## config.mk

```make
export PLATFORM = sky130hd
export DESIGN_NAME = udp_checksum_pseudo_header_flat
export DESIGN_NICKNAME = d
export VERILOG_FILES = /design/src/hw/rtl/udpck_pkg.sv /design/src/hw/rtl/udpck_if.sv /design/src/hw/rtl/udpck_front.sv /design/src/hw/rtl/udpck_queue.sv /design/src/hw/rtl/udpck_back.sv /design/src/hw/rtl/udp_checksum_pseudo_header.sv /design/src/flat_wrapper.sv
export SDC_FILE = /design/constraint.sdc
export NUM_CORES = 1
export LEC_CHECK = 0
export ABC_AREA = 1
export BUFFER_PORTS_ARGS = -buffer_cell sky130_fd_sc_hd__buf_4
export CELL_PAD_IN_SITES_DETAIL_PLACEMENT = 0
export CELL_PAD_IN_SITES_GLOBAL_PLACEMENT = 1
export CORE_ASPECT_RATIO = 2
export CORE_MARGIN = 5
export CORE_UTILIZATION = 51
export CTS_BUF_LIST = sky130_fd_sc_hd__clkbuf_8
export CTS_CLUSTER_DIAMETER = 200
export CTS_CLUSTER_SIZE = 24
export DETAILED_ROUTE_END_ITERATION = 16
export PLACE_DENSITY = 0.9
export SYNTH_ARGS = -nofsm -noshare
export SYNTH_HDL_FRONTEND = slang
export SYNTH_HIERARCHICAL = 1
export SYNTH_SLANG_ARGS = --single-unit
```

## constraint.sdc

```tcl
create_clock -name i_clk -period 8.9 [get_ports i_clk]
set_clock_uncertainty 0.2 [all_clocks]
set_input_delay 1.78 -clock i_clk [delete_from_list [all_inputs] [get_ports i_clk]]
set_output_delay 1.78 -clock i_clk [all_outputs]
set_load 0.1 [all_outputs]
```

## src/hw/rtl/udpck_pkg.sv

```systemverilog
`timescale 1ns / 1ps
// Shared types and constants of the UDP checksum block.
// No dependencies.
package udpck_pkg;

    localparam logic [15:0] UDP_PROTOCOL = 16'd17;
    localparam logic [15:0] LEN_MAX      = 16'hFFFF;
    localparam logic [15:0] CKSUM_ALL1   = 16'hFFFF;

    // Register indexes on the configuration port.
    localparam logic REG_SRC_ADDR = 1'b0;
    localparam logic REG_DST_ADDR = 1'b1;
    localparam int   PADDR_W      = 3;

    // Depth of the queue between front and back.
    localparam int QUEUE_DEPTH = 2;
    localparam int QPTR_W      = $clog2(QUEUE_DEPTH);
    localparam int QCNT_W      = $clog2(QUEUE_DEPTH + 1);

    // Seven 16-bit words summed before the fold.
    localparam int WIDE_SUM_W = 19;

    // Segment finished by the front: folded data sum and byte count.
    typedef struct packed {
        logic [15:0] data_sum;
        logic [15:0] length;
    } t_seg_result;

endpackage

```

## src/hw/rtl/udpck_if.sv

```systemverilog
`timescale 1ns / 1ps
// Valid/ready channels of the UDP checksum block: segment bytes in, results out.
// No dependencies.
interface udpck_byte_if;
    logic       valid;
    logic       ready;
    logic [7:0] data_byte;
    logic       last;

    modport source (output valid, output data_byte, output last, input ready);
    modport sink   (input valid, input data_byte, input last, output ready);
endinterface

interface udpck_result_if;
    logic        valid;
    logic        ready;
    logic [15:0] checksum;
    logic [15:0] segment_length;

    modport source (output valid, output checksum, output segment_length, input ready);
    modport sink   (input valid, input checksum, input segment_length, output ready);
endinterface

```

## src/hw/rtl/udpck_front.sv

```systemverilog
`timescale 1ns / 1ps
// Front part: takes segment bytes, pairs them into words and keeps the running
// ones'-complement sum and byte count. Depends on udpck_pkg and udpck_if.
module udpck_front (
    input  logic                   i_clk,
    input  logic                   i_rst_n,
    udpck_byte_if.sink             i_seg,
    output logic                   o_push_valid,
    output udpck_pkg::t_seg_result o_push_data,
    input  logic                   i_push_ready
);

    logic [15:0] r_sum, n_sum;
    logic [15:0] r_count, n_count;
    logic [7:0]  r_held, n_held;
    logic        r_odd, n_odd;

    logic        accept;
    logic [15:0] word;
    logic [16:0] add_wide;
    logic [15:0] sum_added;
    logic [15:0] count_inc;

    // A byte is only taken when the queue has room, whether or not it is a last byte.
    assign i_seg.ready  = i_push_ready;
    assign accept       = i_seg.valid && i_push_ready;
    assign o_push_valid = i_seg.valid && i_seg.last;

    assign word      = r_odd ? {r_held, i_seg.data_byte} : {i_seg.data_byte, 8'h00};
    assign add_wide  = {1'b0, r_sum} + {1'b0, word};
    assign sum_added = add_wide[15:0] + {15'd0, add_wide[16]};
    assign count_inc = (r_count == udpck_pkg::LEN_MAX) ? r_count : r_count + 16'd1;

    assign o_push_data.data_sum = (r_odd || i_seg.last) ? sum_added : r_sum;
    assign o_push_data.length   = count_inc;

    always_comb begin
        n_sum   = r_sum;
        n_count = r_count;
        n_held  = r_held;
        n_odd   = r_odd;
        if (accept) begin
            if (i_seg.last) begin
                n_sum   = 16'd0;
                n_count = 16'd0;
                n_held  = 8'd0;
                n_odd   = 1'b0;
            end else if (r_odd) begin
                n_sum   = sum_added;
                n_count = count_inc;
                n_odd   = 1'b0;
            end else begin
                n_count = count_inc;
                n_held  = i_seg.data_byte;
                n_odd   = 1'b1;
            end
        end
    end

    always_ff @(posedge i_clk) begin
        if (!i_rst_n) begin
            r_sum   <= 16'd0;
            r_count <= 16'd0;
            r_held  <= 8'd0;
            r_odd   <= 1'b0;
        end else begin
            r_sum   <= n_sum;
            r_count <= n_count;
            r_held  <= n_held;
            r_odd   <= n_odd;
        end
    end

endmodule

```

## src/hw/rtl/udpck_queue.sv

```systemverilog
`timescale 1ns / 1ps
// Short queue of finished segment sums between front and back.
// Depends on udpck_pkg.
module udpck_queue (
    input  logic                   i_clk,
    input  logic                   i_rst_n,
    input  logic                   i_push_valid,
    input  udpck_pkg::t_seg_result i_push_data,
    output logic                   o_push_ready,
    output logic                   o_pop_valid,
    output udpck_pkg::t_seg_result o_pop_data,
    input  logic                   i_pop_ready
);

    udpck_pkg::t_seg_result r_entry [udpck_pkg::QUEUE_DEPTH];
    logic [udpck_pkg::QPTR_W-1:0] r_wr_ptr, r_rd_ptr;
    logic [udpck_pkg::QCNT_W-1:0] r_count;
    logic push, pop;

    assign o_push_ready = (r_count != udpck_pkg::QCNT_W'(udpck_pkg::QUEUE_DEPTH));
    assign o_pop_valid  = (r_count != '0);
    assign o_pop_data   = r_entry[r_rd_ptr];
    assign push         = i_push_valid && o_push_ready;
    assign pop          = o_pop_valid && i_pop_ready;

    always_ff @(posedge i_clk) begin
        if (push) begin
            r_entry[r_wr_ptr] <= i_push_data;
        end
    end

    always_ff @(posedge i_clk) begin
        if (!i_rst_n) begin
            r_wr_ptr <= '0;
            r_rd_ptr <= '0;
            r_count  <= '0;
        end else begin
            if (push) begin
                r_wr_ptr <= (r_wr_ptr == udpck_pkg::QPTR_W'(udpck_pkg::QUEUE_DEPTH - 1))
                          ? '0 : r_wr_ptr + 1'b1;
            end
            if (pop) begin
                r_rd_ptr <= (r_rd_ptr == udpck_pkg::QPTR_W'(udpck_pkg::QUEUE_DEPTH - 1))
                          ? '0 : r_rd_ptr + 1'b1;
            end
            if (push && !pop) begin
                r_count <= r_count + 1'b1;
            end else if (pop && !push) begin
                r_count <= r_count - 1'b1;
            end
        end
    end

endmodule

```

## src/hw/rtl/udpck_back.sv

```systemverilog
`timescale 1ns / 1ps
// Back part: adds the IPv4 pseudo-header to a segment sum, folds, complements
// and holds the result for transfer. Depends on udpck_pkg and udpck_if.
module udpck_back (
    input  logic                   i_clk,
    input  logic                   i_rst_n,
    input  logic [31:0]            i_src_addr,
    input  logic [31:0]            i_dst_addr,
    input  logic                   i_pop_valid,
    input  udpck_pkg::t_seg_result i_pop_data,
    output logic                   o_pop_ready,
    udpck_result_if.source         o_res
);

    localparam int SW = udpck_pkg::WIDE_SUM_W;

    logic          r_a_valid;
    logic [SW-1:0] r_a_sum;
    logic [15:0]   r_a_len;
    logic          r_o_valid;
    logic [15:0]   r_o_cksum;
    logic [15:0]   r_o_len;

    logic          a_load, o_load, o_free;
    logic [SW-1:0] wide_sum;
    logic [16:0]   fold1;
    logic [15:0]   fold2;
    logic [15:0]   cksum;

    assign o_free      = !r_o_valid || o_res.ready;
    assign o_load      = r_a_valid && o_free;
    assign o_pop_ready = !r_a_valid || o_free;
    assign a_load      = i_pop_valid && o_pop_ready;

    assign wide_sum = SW'(i_pop_data.data_sum) + SW'(i_src_addr[31:16])
                    + SW'(i_src_addr[15:0]) + SW'(i_dst_addr[31:16])
                    + SW'(i_dst_addr[15:0]) + SW'(udpck_pkg::UDP_PROTOCOL)
                    + SW'(i_pop_data.length);

    // Two end-around folds bring the 19-bit total back to 16 bits.
    assign fold1 = {1'b0, r_a_sum[15:0]} + 17'(r_a_sum[SW-1:16]);
    assign fold2 = fold1[15:0] + {15'd0, fold1[16]};
    // A zero checksum is sent as all ones.
    assign cksum = (fold2 == udpck_pkg::CKSUM_ALL1) ? udpck_pkg::CKSUM_ALL1 : ~fold2;

    always_ff @(posedge i_clk) begin
        if (a_load) begin
            r_a_sum <= wide_sum;
            r_a_len <= i_pop_data.length;
        end
        if (o_load) begin
            r_o_cksum <= cksum;
            r_o_len   <= r_a_len;
        end
    end

    always_ff @(posedge i_clk) begin
        if (!i_rst_n) begin
            r_a_valid <= 1'b0;
            r_o_valid <= 1'b0;
        end else begin
            if (o_pop_ready) begin
                r_a_valid <= i_pop_valid;
            end
            if (o_free) begin
                r_o_valid <= r_a_valid;
            end
        end
    end

    assign o_res.valid          = r_o_valid;
    assign o_res.checksum       = r_o_cksum;
    assign o_res.segment_length = r_o_len;

endmodule

```

## src/hw/rtl/udp_checksum_pseudo_header.sv

```systemverilog
`timescale 1ns / 1ps
// Top level of the UDP checksum block with its APB register port.
// Depends on udpck_pkg, udpck_if, udpck_front, udpck_queue and udpck_back.

// Takes UDP segment bytes (header with the checksum field zero, then payload,
// last byte marked) and returns one result per segment: the checksum over the
// IPv4 pseudo-header and the segment, and the byte count, saturating at
// 65535. Bytes are taken at one per clock while the queue has room. A result
// passes from the queue entry written when the last byte is taken, through
// the pseudo-header add into the back's first register, to the fold into the
// output register; result backpressure can hold it in either. A new segment
// may start in the cycle after a last byte. A two-entry queue lets the byte
// side keep running while results wait. Address registers: source at byte
// address 0, destination at 4; they are read when a segment leaves the queue,
// so write them only while no segment or result is in flight.
module udp_checksum_pseudo_header (
    input  logic                             i_clk,
    input  logic                             i_rst_n,
    udpck_byte_if.sink                       i_seg,
    udpck_result_if.source                   o_res,
    input  logic                             psel,
    input  logic                             penable,
    input  logic                             pwrite,
    input  logic [udpck_pkg::PADDR_W-1:0]    paddr,
    input  logic [31:0]                      pwdata,
    output logic [31:0]                      prdata,
    output logic                             pready
);

    logic [31:0] r_src_addr;
    logic [31:0] r_dst_addr;
    logic        cfg_write;

    logic                   push_valid, push_ready;
    udpck_pkg::t_seg_result push_data;
    logic                   pop_valid, pop_ready;
    udpck_pkg::t_seg_result pop_data;

    assign pready    = 1'b1;
    assign cfg_write = psel && penable && pwrite;

    always_ff @(posedge i_clk) begin
        if (!i_rst_n) begin
            r_src_addr <= 32'd0;
            r_dst_addr <= 32'd0;
        end else if (cfg_write) begin
            unique case (paddr[2])
                udpck_pkg::REG_SRC_ADDR: r_src_addr <= pwdata;
                udpck_pkg::REG_DST_ADDR: r_dst_addr <= pwdata;
                default: ;
            endcase
        end
    end

    always_comb begin
        unique case (paddr[2])
            udpck_pkg::REG_SRC_ADDR: prdata = r_src_addr;
            udpck_pkg::REG_DST_ADDR: prdata = r_dst_addr;
            default:                 prdata = 32'd0;
        endcase
    end

    udpck_front u_front (
        .i_clk        (i_clk),
        .i_rst_n      (i_rst_n),
        .i_seg        (i_seg),
        .o_push_valid (push_valid),
        .o_push_data  (push_data),
        .i_push_ready (push_ready)
    );

    udpck_queue u_queue (
        .i_clk        (i_clk),
        .i_rst_n      (i_rst_n),
        .i_push_valid (push_valid),
        .i_push_data  (push_data),
        .o_push_ready (push_ready),
        .o_pop_valid  (pop_valid),
        .o_pop_data   (pop_data),
        .i_pop_ready  (pop_ready)
    );

    udpck_back u_back (
        .i_clk       (i_clk),
        .i_rst_n     (i_rst_n),
        .i_src_addr  (r_src_addr),
        .i_dst_addr  (r_dst_addr),
        .i_pop_valid (pop_valid),
        .i_pop_data  (pop_data),
        .o_pop_ready (pop_ready),
        .o_res       (o_res)
    );

endmodule

```

## src/flat_wrapper.sv

```systemverilog
// flat-port wrapper written by rule: the top's interface ports become plain ports
module udp_checksum_pseudo_header_flat 
  (i_clk, i_rst_n, psel, penable, pwrite, paddr, pwdata, prdata, pready, i_seg_valid, i_seg_data_byte, i_seg_last, i_seg_ready, o_res_valid, o_res_checksum, o_res_segment_length, o_res_ready);
  udpck_byte_if i_seg_i ();
  udpck_result_if o_res_i ();
  input  logic i_clk;
  input  logic i_rst_n;
  input  logic psel;
  input  logic penable;
  input  logic pwrite;
  input  logic [udpck_pkg::PADDR_W-1:0] paddr;
  input  logic [31:0] pwdata;
  output logic [31:0] prdata;
  output logic pready;
  input wire logic [$bits(i_seg_i.valid)-1:0] i_seg_valid;
  input wire logic [$bits(i_seg_i.data_byte)-1:0] i_seg_data_byte;
  input wire logic [$bits(i_seg_i.last)-1:0] i_seg_last;
  output wire logic [$bits(i_seg_i.ready)-1:0] i_seg_ready;
  output wire logic [$bits(o_res_i.valid)-1:0] o_res_valid;
  output wire logic [$bits(o_res_i.checksum)-1:0] o_res_checksum;
  output wire logic [$bits(o_res_i.segment_length)-1:0] o_res_segment_length;
  input wire logic [$bits(o_res_i.ready)-1:0] o_res_ready;
  assign i_seg_i.valid = i_seg_valid;
  assign i_seg_i.data_byte = i_seg_data_byte;
  assign i_seg_i.last = i_seg_last;
  assign i_seg_ready = i_seg_i.ready;
  assign o_res_valid = o_res_i.valid;
  assign o_res_checksum = o_res_i.checksum;
  assign o_res_segment_length = o_res_i.segment_length;
  assign o_res_i.ready = o_res_ready;
  udp_checksum_pseudo_header u_core (.i_clk(i_clk), .i_rst_n(i_rst_n), .i_seg(i_seg_i), .o_res(o_res_i), .psel(psel), .penable(penable), .pwrite(pwrite), .paddr(paddr), .pwdata(pwdata), .prdata(prdata), .pready(pready));
endmodule
```

==> results of run 1 <==
[Yosys cell counts, types with 3 or more instances]
cell type / number
nand2_4: 3
nand2_1: 506
a21oi_1: 55
nor2_2: 13
buf_2: 14
a31oi_1: 4
nand4_1: 19
buf_12: 3
nand2_2: 41
nand3_1: 135
edfxtp_1: 131
clkinv_1: 4
dfxtp_1: 112
inv_2: 16
nor2_4: 11
buf_4: 14
xor2_1: 19
mux2_4: 30
nand3_4: 3
buf_1: 7
buf_6: 6
fa_1: 64
xnor2_1: 11
clkbuf_1: 8
nand3_2: 8
nor2_1: 194
ha_1: 60
o21ai_1: 10
inv_1: 289
o21ai_0: 30
[through the flow]
| step | instance area [um^2] | instances | hold slack, ps | setup slack (ps) | util |
|---|---|---|---|---|---|
| after floorplan | 15240 | 1847 | 200.3 | 4065 | - |
| after global placement | 16280 | 2282 | 202.4 | 3185 | 0.5516 |
| after detailed placement | 16280 | 2282 | 204.5 | 3189 | 0.5516 |
| after CTS | 16540 | 2306 | 224.9 | 3180 | 0.5607 |
| after global routing | 16540 | 2306 | 231.7 | 3073 | 0.5607 |
| final | 16540 | 2306 | 228.9 | 3141 | 0.5607 |
[metal layers]
metal	global-route usage	routed length (um)	vias up
li1	-	-	5921
met1	0.2138	12680	5463
met2	0.4729	22620	214
met3	0.01540	870	77
met4	0.1377	2609	0
met5	0	0	-
[registers in the layout, summed over array words and instances, names as in the netlist, named ones only]
register / count
u_core/u_back/r_a_len: 16
u_core/u_back/o_res.segment_length: 16
u_core/u_queue/r_entry: 64
u_core/u_queue/r_count: 2
u_core/r_dst_addr: 32
u_core/u_front/r_sum: 16
u_core/u_back/o_res.checksum: 16
u_core/u_back/r_a_valid: 1
u_core/u_front/r_count: 16
u_core/u_back/r_a_sum: 19
u_core/u_front/r_odd: 1
u_core/u_front/r_held: 8
u_core/u_queue/r_wr_ptr: 1
u_core/u_queue/r_rd_ptr: 1
u_core/r_src_addr: 32
u_core/u_back/o_res.valid: 1
[how the worst max path moves through the flow]
stage | cells past startpoint | end | from
CTS | 6 | prdata[22] | paddr[2]
detailed placement | 6 | prdata[22] | paddr[2]
global route | 6 | prdata[22] | paddr[2]
global placement | 6 | prdata[22] | paddr[2]
floorplan | 5 | prdata[0] | paddr[2]
finish | 6 | prdata[22] | paddr[2]
[power groups by stage]
stage	logic, W	clock network (W)	registers, W
after detailed placement	0.00259	0	0.00164
after CTS	0.00260	0.000535	0.00162
after floorplan	0.00164	0	0.00196
final	0.00260	0.000516	0.00161
after global placement	0.00256	0	0.00163
after global routing	0.00286	0.000569	0.00164
[cell type report]
cell class / count / share of cell area
repair buffers: 123 / 0.05581
flip-flops and latches: 243 / 0.3734
multi-input cells: 1243 / 0.4571
clock inverters: 9 / 0.003630
inverters: 309 / 0.07011
well taps: 364 / 0.02753
clock buffers: 15 / 0.01248
[kinds of logic after synthesis]
logic type	Yosys count	synth area share
and+or+nand+nor	946	0.2729
buffers and inverters	361	0.09966
DFF	243	0.4052
adders and majority gates	124	0.1333
AOI/OAI and AO/OA	108	0.03752
xor gates and xnor gates	32	0.02011
muxes	32	0.03103
other	1	0.0002460
==> reports/qor.txt, run 1 <==
vias per cell -> 5.063
placeable core region -> 29510 um^2
Reg power frac -> 0.341
Psw -> 0.002218 W
number of gates resized after cts -> 0
DRC -> 0
Syn Nets -> 2022
Hold Path Depth -> 0
most frequent cells in the layout -> 506 x nand2_1, 297 x inv_1, 192 x nor2_1
CP Max Fanout -> 66
top-area cell type share of the netlist area -> 0.2581
Worst Path Required -> 6920 ps
pin count of the biggest net entering global routing -> 73
CTS tree -> built
Port Buffers -> 114
Net count, final -> 2109
WL final -> 38780 um
final worst-path cycle share -> 0.6470
critical path's top delay family -> buffers and inverters
Peak VDD IR -> 0.2386 mV
storage element area -> 6177 um^2
post-route ant nets -> 0
initial antenna violation count -> 0
Root Buffer Master -> clkbuf_8
Synth area leaders -> edfxtp_1 26%, dfxtp_1 15%, nand2_1 12%
Slew @ Worst Pin -> 1126 ps
RSZ-0062 raised after global routing -> false
fillcell total -> 2774
register area share after synthesis -> 0.4052
Final Hold Vio Count -> 0
Pwr Density -> 285.5 nW/um^2
status -> finished, final reports clean
Final setup violation count -> 0
mapped cell area -> 15240 um^2
later-pin clock latency in the skew report -> 560 ps
clock sink total -> 243
clock buffer depth -> 3
r2r endpoint -> u_core/u_back/r_a_sum[18]$_DFFE_PP_
ANT cells -> 0
grt total ovfl -> 0
synthesized instance count -> 1847
drt first pass iters -> 5
gr usage total -> 0.2295
worst min path class -> reg -> reg
multi-input logic area -> 7562 um^2
critical-path cell list -> buf_4 > inv_2 > buf_4 > nand2_1 > nand2_1 > buf_4
Crit Path Class -> in -> out
Max Cap Viol -> 0
cell-internal power -> 0.002506 W
reg-to-reg slack, setup -> 3390 ps
final HPWL from detailed placement -> 31080 um
Power Total -> 0.004724 W
setup TNS -> 0 ps
Slew Limit Fails -> 0
Worst path max stage delay -> 520 ps
Final Critical Period -> 5759 ps
worst reg2reg path depth -> 21
fmax -> 0.1737 GHz
post-synth top area cell -> edfxtp_1
most frequent CP cell -> buf_4
power share of the combinational group -> 0.549
startpoint types -> input pin
first-pass GRT wire length -> 60720 um
Hold EP -> u_core/u_back/o_res.segment_length[12]$_DFFE_PP_
clock power share -> 0.109
Worst EP arrival -> 3780 ps
vias in the first global route -> 11690
Die X -> 132.2 um
syn_area_per_cell -> 8.252 um^2
switch share -> 0.4696
Site Rows -> 89
EDFF count, synth -> 131
io pins -> 118
Initial Util -> 0.5165
P&R area growth vs syn -> 8.554%
WL/cell -> 16.82 um
slowest stage cell, crit path -> buf_4
Top FF cell, synth -> edfxtp_1
most common cell after layout, fill and taps aside -> nand2_1
Iter 0 DRT Violations -> 537
Clk pin slew, worst setup/hold paths -> 140 ps
Routability Congestion -> 0.9491
Max-slew headroom -> 0.2467
Synth cell types -> 50
hold path startpoint -> u_core/u_back/r_a_len[12]$_DFFE_PP_
total CTS buffers -> 14
DIE AREA -> 33650 um^2
Hold-fix buffers, CTS -> 0
synthesized flop and latch total -> 243
Ys Warns -> 6
setup repair bufs after CTS -> 0
post-synthesis async set-or-reset flop share -> 0
Die Y -> 254.5 um
Critical Path Sink Type -> primary output
vias -> 11680
htree depth -> 1
share of layout cells above drive strength 1 -> 0.1426
Leak -> 7.748 nW
Worst Path Buf+Inv -> 4
Note: power is estimated with default switching activity, not from simulation.
==> run 2, diff against run 1 <==
--- a/config.mk
+++ b/config.mk
@@ -5,18 +5,18 @@
 export SDC_FILE = /design/constraint.sdc
 export NUM_CORES = 1
 export LEC_CHECK = 0
-export ABC_AREA = 1
+export ABC_AREA = 0
 export BUFFER_PORTS_ARGS = -buffer_cell sky130_fd_sc_hd__buf_4
 export CELL_PAD_IN_SITES_DETAIL_PLACEMENT = 0
 export CELL_PAD_IN_SITES_GLOBAL_PLACEMENT = 1
 export CORE_ASPECT_RATIO = 2
 export CORE_MARGIN = 5
-export CORE_UTILIZATION = 51
+export CORE_UTILIZATION = 45
 export CTS_BUF_LIST = sky130_fd_sc_hd__clkbuf_8
 export CTS_CLUSTER_DIAMETER = 200
 export CTS_CLUSTER_SIZE = 24
 export DETAILED_ROUTE_END_ITERATION = 16
-export PLACE_DENSITY = 0.9
+export PLACE_DENSITY = 0.81
 export SYNTH_ARGS = -nofsm -noshare
 export SYNTH_HDL_FRONTEND = slang
 export SYNTH_HIERARCHICAL = 1
==> constraint.sdc (replaced) <==
create_clock -name i_clk -period 4.7 [get_ports i_clk]
set_clock_uncertainty 0.2 [all_clocks]
set_input_delay 0.94 -clock i_clk [delete_from_list [all_inputs] [get_ports i_clk]]
set_output_delay 0.94 -clock i_clk [all_outputs]
set_load 0.1 [all_outputs]
==> run 2 against run 1 <==
Net effect: worst setup slack worse by 3400 ps; register-to-register slack worse by 3600 ps; non-clock buffer count up 96; wire length down 7.8%; the run now ends with negative setup slack left; core utilization down 2.7 points.
==> reports/qor.txt, run 2 <==
post-synthesis adder-cell area fraction -> 0.1420 (was 0.1333)
Synth Area in Simple Gates -> 0.1320 (was 0.2729)
hold path startpoint -> u_core/u_back/r_a_len[15]$_DFFE_PP_ (was u_core/u_back/r_a_len[12]$_DFFE_PP_)
Clk pin slew, worst setup/hold paths -> 130 ps (was 140 ps)
Die Y -> 262.2 um (was 254.5 um)
Port Buffers -> 114 (unchanged)
vias per cell -> 5.229 (was 5.063)
Syn Nets -> 1511 (was 2022)
Leak -> 7.022 nW (was 7.748 nW)
mapped cell area -> 14310 um^2 (was 15240 um^2)
most frequent CP cell -> fa_1 (was buf_4)
fmax -> 0.2019 GHz
Power Total -> 0.008787 W (was 0.004724 W)
later-pin clock latency in the skew report -> 540 ps (was 560 ps)
Worst EP arrival -> 5050 ps (was 3780 ps)
CP Max Fanout -> 4 (was 66)
Top FF cell, synth -> edfxtp_1 (unchanged)
Worst path max stage delay -> 510 ps (was 520 ps)
Final Critical Period -> 4953 ps
grt total ovfl -> 0 (unchanged)
largest registers -> u_core/u_queue/r_entry: 64 flops, u_core/r_dst_addr: 32 flops, u_core/r_src_addr: 32 flops (unchanged)
top-count cell post-synth -> nand2_1 (unchanged)
DIE AREA -> 35680 um^2 (was 33650 um^2)
Root Buffer Master -> clkbuf_8 (unchanged)
Max Cap Viol -> 0 (unchanged)
max reg flops -> 64 (unchanged)
most frequent cells in the layout -> 215 x buf_4, 166 x nand2_1, 137 x inv_1 (was 506 x nand2_1, 297 x inv_1, 192 x nor2_1)
Largest Register -> u_core/u_queue/r_entry (unchanged)
reg-to-reg slack, setup -> -250 ps (was 3390 ps)
fin area -> 16760 um^2 (was 16540 um^2)
vias in the first global route -> 10820 (was 11690)
setup TNS -> -985.7 ps (was 0 ps)
DRC -> 0 (unchanged)
share of layout cells above drive strength 1 -> 0.2579 (was 0.1426)
total CTS buffers -> 14 (unchanged)
Slew @ Worst Pin -> 1100 ps (was 1126 ps)
register area share after synthesis -> 0.4316 (was 0.4052)
io pins -> 118 (unchanged)
Site Rows -> 92 (was 89)
Worst Path Required -> 4800 ps (was 6920 ps)
initial antenna violation count -> 1 (was 0)
top-area cell type share of the netlist area -> 0.2749 (was 0.2581)
clock buffer depth -> 3 (unchanged)
r2r endpoint -> u_core/u_back/r_a_sum[17]$_DFFE_PP_ (was u_core/u_back/r_a_sum[18]$_DFFE_PP_)
Hold Path Depth -> 0 (unchanged)
Hold EP -> u_core/u_back/o_res.segment_length[15]$_DFFE_PP_ (was u_core/u_back/o_res.segment_length[12]$_DFFE_PP_)
Synth area leaders -> edfxtp_1 27%, dfxtp_1 16%, fa_1 9.0% (was edfxtp_1 26%, dfxtp_1 15%, nand2_1 12%)
post-synthesis xor/xnor area fraction -> 0.04092 (was 0.02011)
synthesized flop and latch total -> 243 (unchanged)
WL/cell -> 18.35 um (was 16.82 um)
gr usage total -> 0.2020 (was 0.2295)
failing checks -> negative setup slack
final critical-path setup slack -> -252.6 ps (was 3141 ps)
most common cell after layout, fill and taps aside -> buf_4 (was nand2_1)
startpoint types -> flop (was input pin)
Peak VDD IR -> 0.2863 mV (was 0.2386 mV)
post-route ant nets -> 0 (unchanged)
Max-slew headroom -> 0.2666 (was 0.2467)
final worst-path cycle share -> 1.054
mux cell area share after synthesis -> 0.1051 (was 0.03103)
clock sink total -> 243 (unchanged)
worst reg2reg path depth -> 18 (was 21)
main combinational cell family by area after synthesis -> adder cells (was simple AND/OR/NAND/NOR gates)
critical-path cell list -> mux2_4 > clkinvlp_4 > fa_1 > inv_1 > fa_1 > inv_2 > fa_1 > inv_2 > fa_1 > ha_4 > o21a_1 > a211oi_2 > o2111ai_2 > a31oi_2 > nand2b_1 > a21boi_2 > o41ai_2 > xnor2_1 (was buf_4 > inv_2 > buf_4 > nand2_1 > nand2_1 > buf_4)
synthesized instance count -> 1336 (was 1847)
hold_ws -> 225.7 ps (was 228.9 ps)
post-synthesis async set-or-reset flop share -> 0 (unchanged)
first-pass GRT wire length -> 55590 um (was 60720 um)
final HPWL from detailed placement -> 28310 um (was 31080 um)
Ys Warns -> 6 (unchanged)
Routability Congestion -> 0.8833 (was 0.9491)
Final setup violation count -> 6 (was 0)
Initial Util -> 0.4554 (was 0.5165)
post-synth top area cell -> edfxtp_1 (unchanged)
Slew Limit Fails -> 0 (unchanged)
DP Area -> 16190 um^2 (was 16280 um^2)
drt first pass iters -> 5 (unchanged)
WL final -> 35740 um (was 38780 um)
Die X -> 136.1 um (was 132.2 um)
pin count of the biggest net entering global routing -> 83 (was 73)
slowest stage cell, crit path -> fa_1 (was buf_4)
htree depth -> 1 (unchanged)
Pwr Density -> 524.1 nW/um^2 (was 285.5 nW/um^2)
Crit Path Class -> reg -> reg (was in -> out)
syn_area_per_cell -> 10.71 um^2 (was 8.252 um^2)
vias -> 10190 (was 11680)
worst min path class -> reg -> reg (unchanged)
Synth cell types -> 89 (was 50)
placeable core region -> 31430 um^2 (was 29510 um^2)
RSZ-0062 raised after global routing -> true (was false)
P&R area growth vs syn -> 17.15% (was 8.554%)
Net count, final -> 1692 (was 2109)
Final Hold Vio Count -> 0 (unchanged)
compound-gate portion of the synthesized area -> 0.08840 (was 0.03752)
Critical Path Sink Type -> flop (was primary output)
Iter 0 DRT Violations -> 558 (was 537)
top cells by count, synth -> 167 x nand2_1, 141 x inv_1, 131 x edfxtp_1, 112 x dfxtp_1, 71 x mux2_2 (was 506 x nand2_1, 289 x inv_1, 194 x nor2_1, 135 x nand3_1, 131 x edfxtp_1)
EDFF count, synth -> 131 (unchanged)
CTS tree -> built (unchanged)
status -> complete, but fails checks (was finished, final reports clean)
==> run 2: worst max path at each step <==
stage / startpoint / endpoint
2_1_floorplan: flop / u_core/u_back/r_a_sum[17]$_DFFE_PP_
3_3_place_gp: flop / u_core/u_back/r_a_sum[18]$_DFFE_PP_
3_5_place_dp: flop / u_core/u_back/r_a_sum[18]$_DFFE_PP_
4_1_cts: flop / u_core/u_back/r_a_sum[18]$_DFFE_PP_
5_1_grt: flop / u_core/u_back/r_a_sum[17]$_DFFE_PP_
6_report: flop / u_core/u_back/r_a_sum[17]$_DFFE_PP_
==> run 2: worst max-delay path: cells and delay by family (launching register included) <==
kind            cells  cell delay, ps
buf+inv             4             270
flops               1             390
simple gates        1             140
xor+xnor            1             100
compound gates      6            1190
mux                 1             220
fa+ha+maj           5            2220
==> run 2: cells by family (layout without fill, tap and decap cells) <==
group / Yosys count / count (layout)
XOR/XNOR: 66 / 66
multiplexers: 141 / 141
other: 1 / 2
AND/OR/NAND/NOR: 385 / 385
AO/OA/AOI/OAI: 181 / 181
flip-flops: 243 / 243
adder cells (fa/ha/maj): 124 / 124
buffers and inverters: 195 / 383
==> run 2: area by class of cell <==
cell class / instances / area (um^2)
Clock buffer: 15 / 206.4
Multi-Input combinational cell: 898 / 7575
Sequential cell: 243 / 6181
Inverter: 141 / 538.0
Timing Repair Buffer: 219 / 1677
Tap cell: 423 / 529.3
Clock inverter: 8 / 56.30
Antenna cell: 1 / 2.502
Fill cell: 2806 / 14660
==> run 2: per-stage QoR <==
step / instances / setup slack (ps) / utilization
2_1_floorplan: 1336 / -146.5 / -
3_3_place_gp: 1912 / -352.6 / 0.5153
3_5_place_dp: 1912 / -459.3 / 0.5153
4_1_cts: 1948 / -230.1 / 0.5297
5_1_grt: 1948 / -393.1 / 0.5335
6_report: 1948 / -252.6 / 0.5335
==> run 2: timing repair <==
action | 4_1_cts | 5_1_grt
pin swaps | 6 | 3
buffers inserted | 14 | 2
gates resized for setup | 18 | 30
endpoints found under the setup margin | 10 | 37
hold buffers | 0 | 0
==> run 2: per-layer routing <==
| metal | up-vias | GRT usage | part of all wire |
|---|---|---|---|
| li1 | 4950 | - | - |
| met1 | 4947 | 0.1788 | 0.31 |
| met2 | 193 | 0.4117 | 0.59 |
| met3 | 97 | 0.01877 | 0.024 |
| met4 | 0 | 0.1362 | 0.078 |
| met5 | - | 0 | 0 |
==> run 2: power by group <==
group	total (W)	switching, W	internal (W)
clock network	0.000969	0.000656	0.000313
registers	0.00297	0.000205	0.00277
logic	0.00485	0.00277	0.00207
total	0.00879	0.00363	0.00516
